[src/rtl/rcfm_pkg.sv]
// Shared types and constants for the rc frame override mapper.
`timescale 1ns / 1ps
`default_nettype none
package rcfm_pkg;

    localparam int FRAME_BYTES = 16;
    localparam int CHANNELS    = 7;
    localparam int POS_W       = $clog2(FRAME_BYTES);
    localparam int CH_W        = $clog2(CHANNELS);

    localparam int CHAN_W      = 10;
    localparam int VEL_W       = 22;
    localparam int FIN_W       = 8;
    localparam int TICK_W      = 16;
    localparam int CFG_IDX_W   = 2;
    localparam int CFG_DATA_W  = 16;

    // opcodes
    localparam logic OP_BYTE = 1'b0;
    localparam logic OP_TICK = 1'b1;

    // configuration register indexes
    localparam logic [CFG_IDX_W-1:0] CFG_THR_CENTER   = 2'd0;
    localparam logic [CFG_IDX_W-1:0] CFG_THR_DEADBAND = 2'd1;
    localparam logic [CFG_IDX_W-1:0] CFG_GEAR_THRESH  = 2'd2;
    localparam logic [CFG_IDX_W-1:0] CFG_TIMEOUT      = 2'd3;

    localparam logic [CHAN_W-1:0] RST_THR_CENTER   = 10'd415;
    localparam logic [CHAN_W-1:0] RST_THR_DEADBAND = 10'd20;
    localparam logic [CHAN_W-1:0] RST_GEAR_THRESH  = 10'd500;
    localparam logic [TICK_W-1:0] RST_TIMEOUT      = 16'd2000;

    // channel slots
    localparam int CH_THROTTLE = 0;
    localparam int CH_AILERON  = 1;
    localparam int CH_ELEVATOR = 2;
    localparam int CH_GEAR     = 4;

    // header bytes that pass the check
    localparam logic [7:0] HDR0_OK = 8'h03;
    localparam logic [7:0] HDR1_OK = 8'h01;

    // velocity = floor(|t| * 16106 / 15) == (|t| * VEL_RECIP) >> VEL_SHIFT for |t| <= 1023
    localparam logic [24:0] VEL_RECIP = 25'd17592047;
    localparam int          VEL_SHIFT = 14;

    // fin = floor(d * 5 / 14) == (d * FIN_RECIP) >> FIN_SHIFT for d <= 640
    localparam logic [12:0]       FIN_RECIP = 13'd5852;
    localparam int                FIN_SHIFT = 14;
    localparam logic [CHAN_W-1:0] FIN_MIN   = 10'd180;
    localparam logic [CHAN_W-1:0] FIN_MAX   = 10'd820;

    typedef struct packed {
        logic [CHAN_W-1:0] throttle;
        logic [CHAN_W-1:0] aileron;
        logic [CHAN_W-1:0] elevator;
        logic [CHAN_W-1:0] gear;
    } t_chan;

    typedef struct packed {
        logic frame_end;
        logic hdr_ok;
    } t_frame_evt;

endpackage
`default_nettype wire

[src/rtl/rc_frame_override_mapper_core.sv]
// Top level of the rc frame override mapper.
`timescale 1ns / 1ps
`default_nettype none
// Takes one frame byte or time tick per transaction and sustains one transaction
// per clock. Each transaction goes through an input register, is decoded combinationally
// (channel store update, header check, timeout and the constant-multiply command math),
// and its result, if any, lands in the output register. A result is produced at the
// last byte of each frame and when a tick drops remote mode. The input stalls only
// while the output register holds a result that is itself stalled.
// Configuration writes are accepted in every cycle (ready held high).
module rc_frame_override_mapper_core (
    input  wire logic                                i_clk,
    input  wire logic                                i_rst_n,
    input  wire logic                                i_in_valid,
    output      logic                                o_in_stall,
    input  wire logic                                i_opcode,
    input  wire logic [7:0]                          i_frame_byte,
    input  wire logic                                i_frame_start,
    output      logic                                o_out_valid,
    input  wire logic                                i_out_stall,
    output      logic                                o_remote_active,
    output      logic                                o_frame_accepted,
    output      logic                                o_timed_out,
    output      logic signed [rcfm_pkg::VEL_W-1:0]   o_thruster_velocity,
    output      logic [rcfm_pkg::FIN_W-1:0]          o_rudder_position,
    output      logic [rcfm_pkg::FIN_W-1:0]          o_plane_position,
    input  wire logic                                i_cfg_valid,
    output      logic                                o_cfg_ready,
    input  wire logic [rcfm_pkg::CFG_IDX_W-1:0]      i_cfg_index,
    input  wire logic [rcfm_pkg::CFG_DATA_W-1:0]     i_cfg_data
);
    import rcfm_pkg::*;

    // configuration
    logic [CHAN_W-1:0] r_center;
    logic [CHAN_W-1:0] r_deadband;
    logic [CHAN_W-1:0] r_gear_thr;
    logic [TICK_W-1:0] r_timeout;

    // input stage
    logic       r_in_vld;
    logic       r_op;
    logic [7:0] r_byte;
    logic       r_start;

    // block state
    logic                    r_remote;
    logic [TICK_W-1:0]       r_ticks;
    logic signed [VEL_W-1:0] r_vel;
    logic [FIN_W-1:0]        r_rudder;
    logic [FIN_W-1:0]        r_plane;

    // output stage
    logic                    r_out_vld;
    logic                    r_o_remote;
    logic                    r_o_acc;
    logic                    r_o_tout;
    logic signed [VEL_W-1:0] r_o_vel;
    logic [FIN_W-1:0]        r_o_rudder;
    logic [FIN_W-1:0]        r_o_plane;

    logic                    n_remote;
    logic [TICK_W-1:0]       n_ticks;
    logic signed [VEL_W-1:0] n_vel;
    logic [FIN_W-1:0]        n_rudder;
    logic [FIN_W-1:0]        n_plane;
    logic                    n_emit;
    logic                    n_acc;
    logic                    n_tout;

    logic                    w_adv;
    logic                    w_in_acc;
    logic                    w_tick;
    logic                    w_byte_en;
    logic [TICK_W-1:0]       w_ticks_inc;
    t_chan                   w_chan;
    t_frame_evt              w_evt;
    logic signed [VEL_W-1:0] w_cmd_vel;
    logic [FIN_W-1:0]        w_cmd_rudder;
    logic [FIN_W-1:0]        w_cmd_plane;

    assign w_adv      = r_in_vld && (!r_out_vld || !i_out_stall);
    assign o_in_stall = r_in_vld && !w_adv;
    assign w_in_acc   = i_in_valid && !o_in_stall;
    assign w_tick     = w_adv && (r_op == OP_TICK);
    assign w_byte_en  = w_adv && (r_op == OP_BYTE);
    assign o_cfg_ready = 1'b1;

    rcfm_frame u_frame (
        .i_clk   (i_clk),
        .i_rst_n (i_rst_n),
        .i_en    (w_byte_en),
        .i_byte  (r_byte),
        .i_start (r_start),
        .o_chan  (w_chan),
        .o_evt   (w_evt)
    );

    rcfm_cmd u_cmd (
        .i_chan     (w_chan),
        .i_center   (r_center),
        .i_deadband (r_deadband),
        .o_velocity (w_cmd_vel),
        .o_rudder   (w_cmd_rudder),
        .o_plane    (w_cmd_plane)
    );

    always_comb begin
        w_ticks_inc = (r_ticks == '1) ? r_ticks : r_ticks + TICK_W'(1);
        n_remote = r_remote;
        n_ticks  = r_ticks;
        n_vel    = r_vel;
        n_rudder = r_rudder;
        n_plane  = r_plane;
        n_emit   = 1'b0;
        n_acc    = 1'b0;
        n_tout   = 1'b0;
        if (w_tick) begin
            n_ticks = w_ticks_inc;
            if (r_remote && (w_ticks_inc > r_timeout)) begin
                n_remote = 1'b0;
                n_emit   = 1'b1;
                n_tout   = 1'b1;
            end
        end else if (w_evt.frame_end) begin
            n_emit = 1'b1;
            if (w_evt.hdr_ok) begin
                n_acc = 1'b1;
                if (w_chan.gear > r_gear_thr) begin
                    n_remote = 1'b1;
                    n_ticks  = '0;
                    n_vel    = w_cmd_vel;
                    n_rudder = w_cmd_rudder;
                    n_plane  = w_cmd_plane;
                end else begin
                    n_remote = 1'b0;
                end
            end
        end
    end

    always_ff @(posedge i_clk) begin
        if (!i_rst_n) begin
            r_center   <= RST_THR_CENTER;
            r_deadband <= RST_THR_DEADBAND;
            r_gear_thr <= RST_GEAR_THRESH;
            r_timeout  <= RST_TIMEOUT;
        end else if (i_cfg_valid && o_cfg_ready) begin
            case (i_cfg_index)
                CFG_THR_CENTER:   r_center   <= i_cfg_data[CHAN_W-1:0];
                CFG_THR_DEADBAND: r_deadband <= i_cfg_data[CHAN_W-1:0];
                CFG_GEAR_THRESH:  r_gear_thr <= i_cfg_data[CHAN_W-1:0];
                CFG_TIMEOUT:      r_timeout  <= i_cfg_data[TICK_W-1:0];
                default: begin
                end
            endcase
        end
    end

    always_ff @(posedge i_clk) begin
        if (!i_rst_n) begin
            r_in_vld <= 1'b0;
        end else if (w_in_acc) begin
            r_in_vld <= 1'b1;
        end else if (w_adv) begin
            r_in_vld <= 1'b0;
        end
    end

    always_ff @(posedge i_clk) begin
        if (w_in_acc) begin
            r_op    <= i_opcode;
            r_byte  <= i_frame_byte;
            r_start <= i_frame_start;
        end
    end

    always_ff @(posedge i_clk) begin
        if (!i_rst_n) begin
            r_remote <= 1'b0;
            r_ticks  <= '0;
            r_vel    <= '0;
            r_rudder <= '0;
            r_plane  <= '0;
        end else if (w_adv) begin
            r_remote <= n_remote;
            r_ticks  <= n_ticks;
            r_vel    <= n_vel;
            r_rudder <= n_rudder;
            r_plane  <= n_plane;
        end
    end

    always_ff @(posedge i_clk) begin
        if (!i_rst_n) begin
            r_out_vld <= 1'b0;
        end else if (w_adv && n_emit) begin
            r_out_vld <= 1'b1;
        end else if (!i_out_stall) begin
            r_out_vld <= 1'b0;
        end
    end

    always_ff @(posedge i_clk) begin
        if (w_adv && n_emit) begin
            r_o_remote <= n_remote;
            r_o_acc    <= n_acc;
            r_o_tout   <= n_tout;
            r_o_vel    <= n_vel;
            r_o_rudder <= n_rudder;
            r_o_plane  <= n_plane;
        end
    end

    assign o_out_valid         = r_out_vld;
    assign o_remote_active     = r_o_remote;
    assign o_frame_accepted    = r_o_acc;
    assign o_timed_out         = r_o_tout;
    assign o_thruster_velocity = r_o_vel;
    assign o_rudder_position   = r_o_rudder;
    assign o_plane_position    = r_o_plane;

endmodule
`default_nettype wire

[src/rtl/rcfm_frame.sv]
// Frame assembler: byte position, header, pair assembly and channel store.
`timescale 1ns / 1ps
`default_nettype none
module rcfm_frame (
    input  wire logic                     i_clk,
    input  wire logic                     i_rst_n,
    input  wire logic                     i_en,
    input  wire logic [7:0]               i_byte,
    input  wire logic                     i_start,
    output      rcfm_pkg::t_chan          o_chan,
    output      rcfm_pkg::t_frame_evt     o_evt
);
    import rcfm_pkg::*;

    logic [POS_W-1:0]  r_pos;
    logic [7:0]        r_hdr0;
    logic [7:0]        r_hdr1;
    logic [7:0]        r_pend;
    logic [CHAN_W-1:0] r_store [CHANNELS];
    logic [CHAN_W-1:0] n_store [CHANNELS];

    logic [POS_W-1:0]  w_pos;
    logic              w_hdr_ok;
    logic [5:0]        w_id;
    logic              w_wr;

    always_comb begin
        w_pos    = i_start ? '0 : r_pos;
        w_hdr_ok = (r_hdr0 == HDR0_OK) || (r_hdr1 == HDR1_OK);
        w_id     = r_pend[7:2];
        w_wr     = i_en && (w_pos >= POS_W'(2)) && w_pos[0] && w_hdr_ok
                   && (w_id < 6'(CHANNELS));
        n_store  = r_store;
        if (w_wr) begin
            n_store[w_id[CH_W-1:0]] = {r_pend[1:0], i_byte};
        end
    end

    // downstream sees the store including the pair that completes now
    assign o_chan.throttle = n_store[CH_THROTTLE];
    assign o_chan.aileron  = n_store[CH_AILERON];
    assign o_chan.elevator = n_store[CH_ELEVATOR];
    assign o_chan.gear     = n_store[CH_GEAR];
    assign o_evt.frame_end = i_en && (w_pos == POS_W'(FRAME_BYTES - 1));
    assign o_evt.hdr_ok    = w_hdr_ok;

    always_ff @(posedge i_clk) begin
        if (!i_rst_n) begin
            r_pos  <= '0;
            r_hdr0 <= '0;
            r_hdr1 <= '0;
            r_pend <= '0;
            for (int i = 0; i < CHANNELS; i++) begin
                r_store[i] <= '0;
            end
        end else if (i_en) begin
            r_pos <= w_pos + POS_W'(1);
            if (w_pos == POS_W'(0)) begin
                r_hdr0 <= i_byte;
            end
            if (w_pos == POS_W'(1)) begin
                r_hdr1 <= i_byte;
            end
            if ((w_pos >= POS_W'(2)) && !w_pos[0]) begin
                r_pend <= i_byte;
            end
            r_store <= n_store;
        end
    end

endmodule
`default_nettype wire

[src/rtl/rcfm_cmd.sv]
// Command math: thruster velocity with deadband, fin positions with clamp.
`timescale 1ns / 1ps
`default_nettype none
module rcfm_cmd (
    input  wire rcfm_pkg::t_chan                    i_chan,
    input  wire logic [rcfm_pkg::CHAN_W-1:0]        i_center,
    input  wire logic [rcfm_pkg::CHAN_W-1:0]        i_deadband,
    output      logic signed [rcfm_pkg::VEL_W-1:0]  o_velocity,
    output      logic [rcfm_pkg::FIN_W-1:0]         o_rudder,
    output      logic [rcfm_pkg::FIN_W-1:0]         o_plane
);
    import rcfm_pkg::*;

    function automatic logic [FIN_W-1:0] fin_pos(input logic [CHAN_W-1:0] c);
        logic [CHAN_W-1:0] cc;
        logic [22:0]       p;
        if (c > FIN_MAX) begin
            cc = FIN_MAX;
        end else if (c < FIN_MIN) begin
            cc = FIN_MIN;
        end else begin
            cc = c;
        end
        p = 23'(cc - FIN_MIN) * 23'(FIN_RECIP);
        return p[FIN_SHIFT +: FIN_W];
    endfunction

    logic signed [CHAN_W:0] w_t;
    logic [CHAN_W-1:0]      w_mag;
    logic                   w_dead;
    logic [34:0]            w_prod;
    logic [VEL_W-2:0]       w_q;

    always_comb begin
        w_t    = $signed({1'b0, i_chan.throttle}) - $signed({1'b0, i_center});
        w_mag  = w_t[CHAN_W] ? CHAN_W'(-w_t) : w_t[CHAN_W-1:0];
        w_dead = w_mag < i_deadband;
        w_prod = 35'(w_mag) * 35'(VEL_RECIP);
        w_q    = w_prod[VEL_SHIFT +: VEL_W-1];
        if (w_dead) begin
            o_velocity = '0;
        end else if (w_t[CHAN_W]) begin
            o_velocity = $signed(VEL_W'(0) - {1'b0, w_q});
        end else begin
            o_velocity = $signed({1'b0, w_q});
        end
        o_rudder = fin_pos(i_chan.aileron);
        o_plane  = fin_pos(i_chan.elevator);
    end

endmodule
`default_nettype wire

[config.mk]
export PLATFORM = sky130hd
export DESIGN_NAME = rc_frame_override_mapper_core
export DESIGN_NICKNAME = d
export VERILOG_FILES = /design/src/rtl/rcfm_pkg.sv /design/src/rtl/rc_frame_override_mapper_core.sv /design/src/rtl/rcfm_frame.sv /design/src/rtl/rcfm_cmd.sv
export SDC_FILE = /design/constraint.sdc
export NUM_CORES = 1
export LEC_CHECK = 0
export BUFFER_PORTS_ARGS = -buffer_cell sky130_fd_sc_hd__buf_2
export CORE_MARGIN = 4
export CORE_UTILIZATION = 60
export DETAILED_ROUTE_END_ITERATION = 6
export PLACE_DENSITY = 0.78
export SKIP_CTS_REPAIR_TIMING = 1
export SYNTH_ARGS = -nofsm -noshare
export SYNTH_HDL_FRONTEND = slang
export SYNTH_SLANG_ARGS = --single-unit
[constraint.sdc]
create_clock -name i_clk -period 33.6 [get_ports i_clk]
set_input_delay 5.04 -clock i_clk [delete_from_list [all_inputs] [get_ports i_clk]]
set_output_delay 5.04 -clock i_clk [all_outputs]
set_load 0.02 [all_outputs]
# Word-level counts from Yosys, hierarchy flattened
# Cells that the tools add are included.
[totals]
out_inout_bits = 44
input_bits = 33
register_bits = 252
wordCells = 143
[op_classes]
n_mul = 3
mux = 42
magnitude_cmp = 11
eq_ne = 9
bitwise_logic = 3
addsub = 7
n_reduce_logical = 37
[op_table]
columns = ["op", "n"]
rows = [
  ["$mux W22", 6],
  ["$mux W16", 5],
  ["$bwmux W70", 1],
  ["$mux W70", 1],
  ["$mux W8", 8],
  ["$mux W10", 6],
  ["$mul A23 B11 Y20 const B", 2],
  ["$mul A10 B25 Y35 const B", 1],
  ["$demux W10 S3", 1],
  ["$sub A1 B21 Y22 const A", 1],
  ["$sub A10 B8 Y11 const B", 2],
  ["$gt A10 B10 Y1 const B", 2],
  ["$lt A10 B8 Y1 const B", 2],
  ["$add A16 B1 Y16 const B", 1],
  ["$eq A16 B16 Y1 const B", 1],
  ["$gt A16 B16 Y1", 1],
  ["$reduce_and A2 Y1", 8],
  ["$logic_and A1 B1 Y1", 14],
  ["$mux W1", 13],
  ["$sub A10 B10 Y11", 1],
  ["$gt A10 B10 Y1", 1],
  ["$lt A10 B10 Y1", 1],
  ["$neg A10 Y10", 1],
  ["$eq A8 B1 Y1 const B", 1],
  ["other kinds (21)", 31],
]

# Logic depth before layout (Yosys ltp)
[depth]
word_depth = 20
ltp_mapped = 44
depth_no_buf = 43

# Modules after synthesis
# Synthesis repeated with hierarchy kept, for this count alone.
[hier_totals]
cells_unflattened = 2287
area_unflattened_um2 = 21323.0
[by_module_without_submodules]
columns = ["module", "seq_area_each_um2", "instances", "cells_each", "area_each_um2"]
rows = [
  ["rcfm_cmd", 0.0, 1, 1331, 11125.7],
  ["rc_frame_override_mapper_core", 3593.4, 1, 638, 6857.8],
  ["rcfm_frame", 1361.3, 1, 318, 3339.5],
]

# Least setup slack after synthesis
# OpenSTA, ideal clock, no wires.
[synth_timing]
path_kind = "in2reg"
start = "input i_out_stall"
end = "register r_o_vel[13] (netlist: o_thruster_velocity[13]) (data pin)"
path_buffers = 1
stages = 38
setup_ps = 131
path_slack_ps = 17749
t_arrival_ps = 15720
required_ps = 33469
cell_sequence = "a21boi_1 > nand2b_1 > nor2_1 > nand2_1 > nor4_2 > mux2i_1 > ha_1 > inv_1 > fa_1 > a21o_1 > a221o_1 > xnor2_1 > nor4b_1 > a41oi_1 > xnor2_1 > nor2_1 > or2_2 > ha_1 > (+2 left out) > inv_1 > fa_1 > fa_1 > inv_1 > fa_1 > inv_1 > ha_1 > clkbuf_1 > nand2_1 > or4_1 > a2111oi_1 > nor2_1 > xnor2_1 > or4b_4 > nor3_4 > mux2i_1 > a2111o_1 > nand2_1"
[synth_via]
elab_chain_cells = 20
word_cells_on_any_way = 24
classes_between = "add/sub (3); mul (1); order compare (2); mux (8); reduce/logical (10)"
[synth_rtl]
columns = ["item", "line_no", "source"]
rows = [
  ["start, declared", "rc_frame_override_mapper_core.sv:20", "input wire logic i_out_stall,"],
  ["$logic_not A1 Y1 *", "--", ""],
  ["$logic_or A1 B1 Y1 *", "rc_frame_override_mapper_core.sv:82", "assign w_adv = r_in_vld && (!r_out_vld || !i_out_stall);"],
  ["$logic_and A1 B1 Y1 *", "rc_frame_override_mapper_core.sv:82", ""],
  ["$logic_and A1 B1 Y1", "rc_frame_override_mapper_core.sv:86", "assign w_byte_en = w_adv && (r_op == OP_BYTE);"],
  ["$logic_and A1 B1 Y1 (3 in a row)", "rcfm_frame.sv:31", "w_wr = i_en && (w_pos >= POS_W'(2)) && w_pos[0] && w_hdr_ok"],
  ["$logic_and A1 B1 Y1", "rcfm_frame.sv:32", "&& (w_id < 6'(CHANNELS));"],
  ["$mux W70", "rcfm_frame.sv:34", "if (w_wr) begin"],
  ["$sub A10 B10 Y11", "rcfm_cmd.sv:35", "w_t = $signed({1'b0, i_chan.throttle}) - $signed({1'b0, i_center});"],
  ["(+3 left out)", "--", ""],
  ["$sub A1 B21 Y22", "rcfm_cmd.sv:43", "o_velocity = $signed(VEL_W'(0) - {1'b0, w_q});"],
  ["$mux W22", "rcfm_cmd.sv:42", "end else if (w_t[CHAN_W]) begin"],
  ["$mux W22", "rcfm_cmd.sv:40", "if (w_dead) begin"],
  ["$mux W22", "rc_frame_override_mapper_core.sv:129", "if (w_chan.gear > r_gear_thr) begin"],
  ["$mux W22", "rc_frame_override_mapper_core.sv:127", "if (w_evt.hdr_ok) begin"],
  ["$mux W22", "rc_frame_override_mapper_core.sv:125", "end else if (w_evt.frame_end) begin"],
  ["$mux W22 *", "rc_frame_override_mapper_core.sv:118", "if (w_tick) begin"],
  ["net n_vel[13]", "rc_frame_override_mapper_core.sv:64", "logic signed [VEL_W-1:0] n_vel;"],
  ["end signal, assigned", "rc_frame_override_mapper_core.sv:209", "r_o_vel <= n_vel;"],
  ["end, declared", "rc_frame_override_mapper_core.sv:58", "logic signed [VEL_W-1:0] r_o_vel;"],
]
# Mark *: on every way through the listed nets, which the timed path passes. The rest lies on a longest branch.
# A chain may end at the register's enable or synchronous reset.

# Worst setup path after layout
[layout_timing]
start = "input i_out_stall"
end = "register r_o_vel[20] (netlist: o_thruster_velocity[20]) (data pin)"
# The elaborated chain is that of the path after synthesis.

==> run_results.csv <==
group,metric,value,unit
drt,drt-wirelength-per-cell,17.62,µm
global_routing,grtUsageTotal,0.2619,
timing,period_share,0.4903,
cells_and_area,syn2layout_area_growth,7.456,%
synth,synth_cells,2312,
placement,io_buffer_count,75,
power,p_leak,0.01061,µW
synth,synth_cell_types,80,
floorplanning,die_h,193.3,µm
floorplanning,row_count,67,
power,power.density,94.47,nW/µm²
worst_setup_path,slowest_stage,"a221oi_1",
cts,numCtsBuffers,25,
cts,clk-insertion-delay-late,0.52,ns
cells_and_area,diodes,0,
floorplanning,die_w,193.3,µm
synth,synth_edf_count,51,
cts,clkTransAtPathRegs,0.06,ns
drt,ant_nets,0,
timing,finalSetupViolations,0,
cells_and_area,final_cell_mix,"inv_1, ha_1, nand2_1, fa_1, dfxtp_1",
drt,first_iter_violations,979,
global_routing,grt_start_max_net_pins,59,
synth,ys_seq_area_frac,0.2404,
drt,via_per_inst,5.807,
floorplanning,initial_core_util,0.6115,
synth,postSynth.asyncResetShare,0,
timing,slew_headroom,0.1725,
worst_setup_path,endpoint_kind,"register",
timing,tightest_slew,1.235,ns
timing,drv_slew,0,
floorplanning,ios,77,
worst_setup_path,critical_path_class,"in -> reg",
synth,synth_area_per_cell,8.913,µm²
power,ir_drop,0.1178,mV
synth,ys_ff_latch,222,
global_routing,grt_overflow,0,
timing,min_period,16.48,ns
synth,synth_area_leaders,"fa_1, dfxtp_1, ha_1, edfxtp_1, inv_1",
worst_setup_path,slowest_delay,0.63,ns
hold_path,min_path_type,"reg -> reg",
floorplanning,fp.coreArea,33700,µm²
cells_and_area,layout_commonest_cell,"inv_1",
cells_and_area,fill_cells,2740,
timing,hold_violations,0,
timing,tns,0,ns
global_routing,grt_busiest_layer,"met2",
global_routing,antenna_found_initial,0,
synth,syn-num-nets,2765,
drt,vias,16340,
placement,gp_congestion,0.9359,
global_routing,grtUsageMet3,0.03914,
global_routing,gr-usage-met2,0.4522,
cts,h-tree-depth,1,
cts,cts-root-buf,"clkbuf_16",
floorplanning,fp.dieArea,37370,µm²
synth,yosys_most_used_dff,"dfxtp_1",
synth,syn_area,20610,µm²
synth,yosys_warnings,0,
timing,max_freq,60.70,MHz
cts,tritoncts,"built",
status,status,"complete, no violations",
worst_setup_path,critical_path_arrival,16.87,ns
placement,placed_cells,2768,
global_routing,grt_pass1_wl,82600,µm
timing,skew,0.02089,ns
timing,rsz0062_at_grt,"false",
worst_setup_path,cp.required,33.99,ns
cells_and_area,fin_area,22140,µm²
global_routing,grt_pass1_vias,16710,
cts,clock_path_buffers,3,
cells_and_area,stdcell_count,2813,
cts,clock-sinks,222,
global_routing,grtUsageMet1,0.3475,
worst_setup_path,path_buf_inv,8,
drt,drc,0,
worst_setup_path,crit_path_start_kind,"input port",
placement,post-dp-hpwl,39150,µm
synth,synth_top_area_frac,0.1729,
drt,wl,49560,µm
cells_and_area,nets,2800,
drt,drt-pass1-iter-count,6,
worst_setup_path,cp_top_family,"compound AO/OA/AOI/OAI gates",
cells_and_area,drive_gt1_frac,0.07315,
synth,synth.largest_area_cell,"fa_1",
placement,dpl_cell_area,21340,µm²
run,drv_cap,0,
worst_setup_path,cp_max_fo,10,
-- sequential cells by signal, indices dropped and copies added, names as in the netlist, 4 cells and up --
name	count
r_byte	8
r_timeout	16
u_frame.r_pos	4
u_frame.r_hdr1	8
o_plane_position	8
r_plane	8
u_frame.r_store	40
r_vel	22
o_thruster_velocity	22
r_deadband	10
r_rudder	8
r_gear_thr	10
u_frame.r_hdr0	8
o_rudder_position	8
r_center	10
u_frame.r_pend	8
r_ticks	16
-- through the flow --
stage	power [µW]	hold WS, ns	util	setup WS, ns
after floorplan	1423	0.4249	-	17.75
after global placement	1779	0.4336	0.6334	17.08
after detailed placement	1799	0.4462	0.6334	16.77
after CTS	2073	0.4528	0.6571	17.31
after global routing	2301	0.4644	0.6571	16.19
final	2092	0.4538	0.6571	17.12
-- worst min-delay path: stages, from the launching register on --
cell,delay [ns]
dfxtp_1,0.31
nand2_1,0.05
a21oi_1,0.05
-- cell families (layout without fill, tap and decap cells) --
group,after synthesis,in the layout,synth area share
buf+inv,446,499,0.08142
fa+ha+maj,420,420,0.3199
compound gates,433,433,0.1371
simple gates,631,631,0.1475
other cells,1,1,0.0001820
xor+xnor,81,81,0.03443
flops,222,222,0.2404
mux,78,78,0.03904
-- report_power, final --
part | internal [µW] | total (µW) | leakage, µW | switching [µW]
logic | 551 | 1550 | 0.00847 | 995
clock network | 153 | 264 | 0.000379 | 112
registers | 276 | 281 | 0.00177 | 5.22
total | 980 | 2090 | 0.0106 | 1110
-- Yosys cell counts (6+ instances only) --
cell / instances
nor3b_1: 6
xnor2_1: 60
a21oi_1: 111
nand3b_1: 7
and3_1: 13
nand3_1: 40
a31oi_1: 19
a2111oi_0: 7
a22oi_1: 9
nor2b_1: 13
xor2_1: 21
mux2i_1: 59
or3_1: 10
o21ai_1: 6
o21ai_0: 93
nor3_1: 34
and4_1: 7
fa_1: 178
o211ai_1: 33
mux2_2: 19
a21o_1: 28
inv_1: 368
o31ai_1: 19
ha_1: 242
or2_2: 13
nor4_1: 10
nor2_1: 157
o21a_1: 29
and2_1: 55
a211oi_1: 16
nand2_1: 208
nand4_1: 20
nand2b_1: 18
edfxtp_1: 51
clkbuf_1: 74
dfxtp_1: 171
-- area by class of cell --
type / count / area [µm²] / area share
repair buffers: 86 / 457.9 / 0.02068
clock inverters: 13 / 117.6 / 0.005311
multi-input cells: 1644 / 13990 / 0.6318
clock buffers: 32 / 681.9 / 0.03079
inverters: 368 / 1381 / 0.06238
flip-flops and latches: 222 / 4955 / 0.2238
well taps: 448 / 560.5 / 0.02531
-- path summary, 6_finish.rpt --
check	endpoint	cells after the start	startpoint	slack, ns
setup / recovery	o_thruster_velocity[20]$_DFFE_PP_	42	i_out_stall	17.12
hold / removal	r_timeout[12]$_SDFFE_PN0P_	2	r_timeout[12]$_SDFFE_PN0P_	0.45
setup reg to reg	o_thruster_velocity[20]$_DFFE_PP_	41	r_start$_DFFE_PP_	21.23
hold reg to reg	r_timeout[12]$_SDFFE_PN0P_	2	r_timeout[12]$_SDFFE_PN0P_	0.45
-- per-layer routing --
layer	share of wire	routed length [µm]
met5	0	0
met4	0.027	1349
met3	0.061	3021
met2	0.48	23980
met1	0.43	21210
No activity file was read; power rests on OpenSTA's default activity.
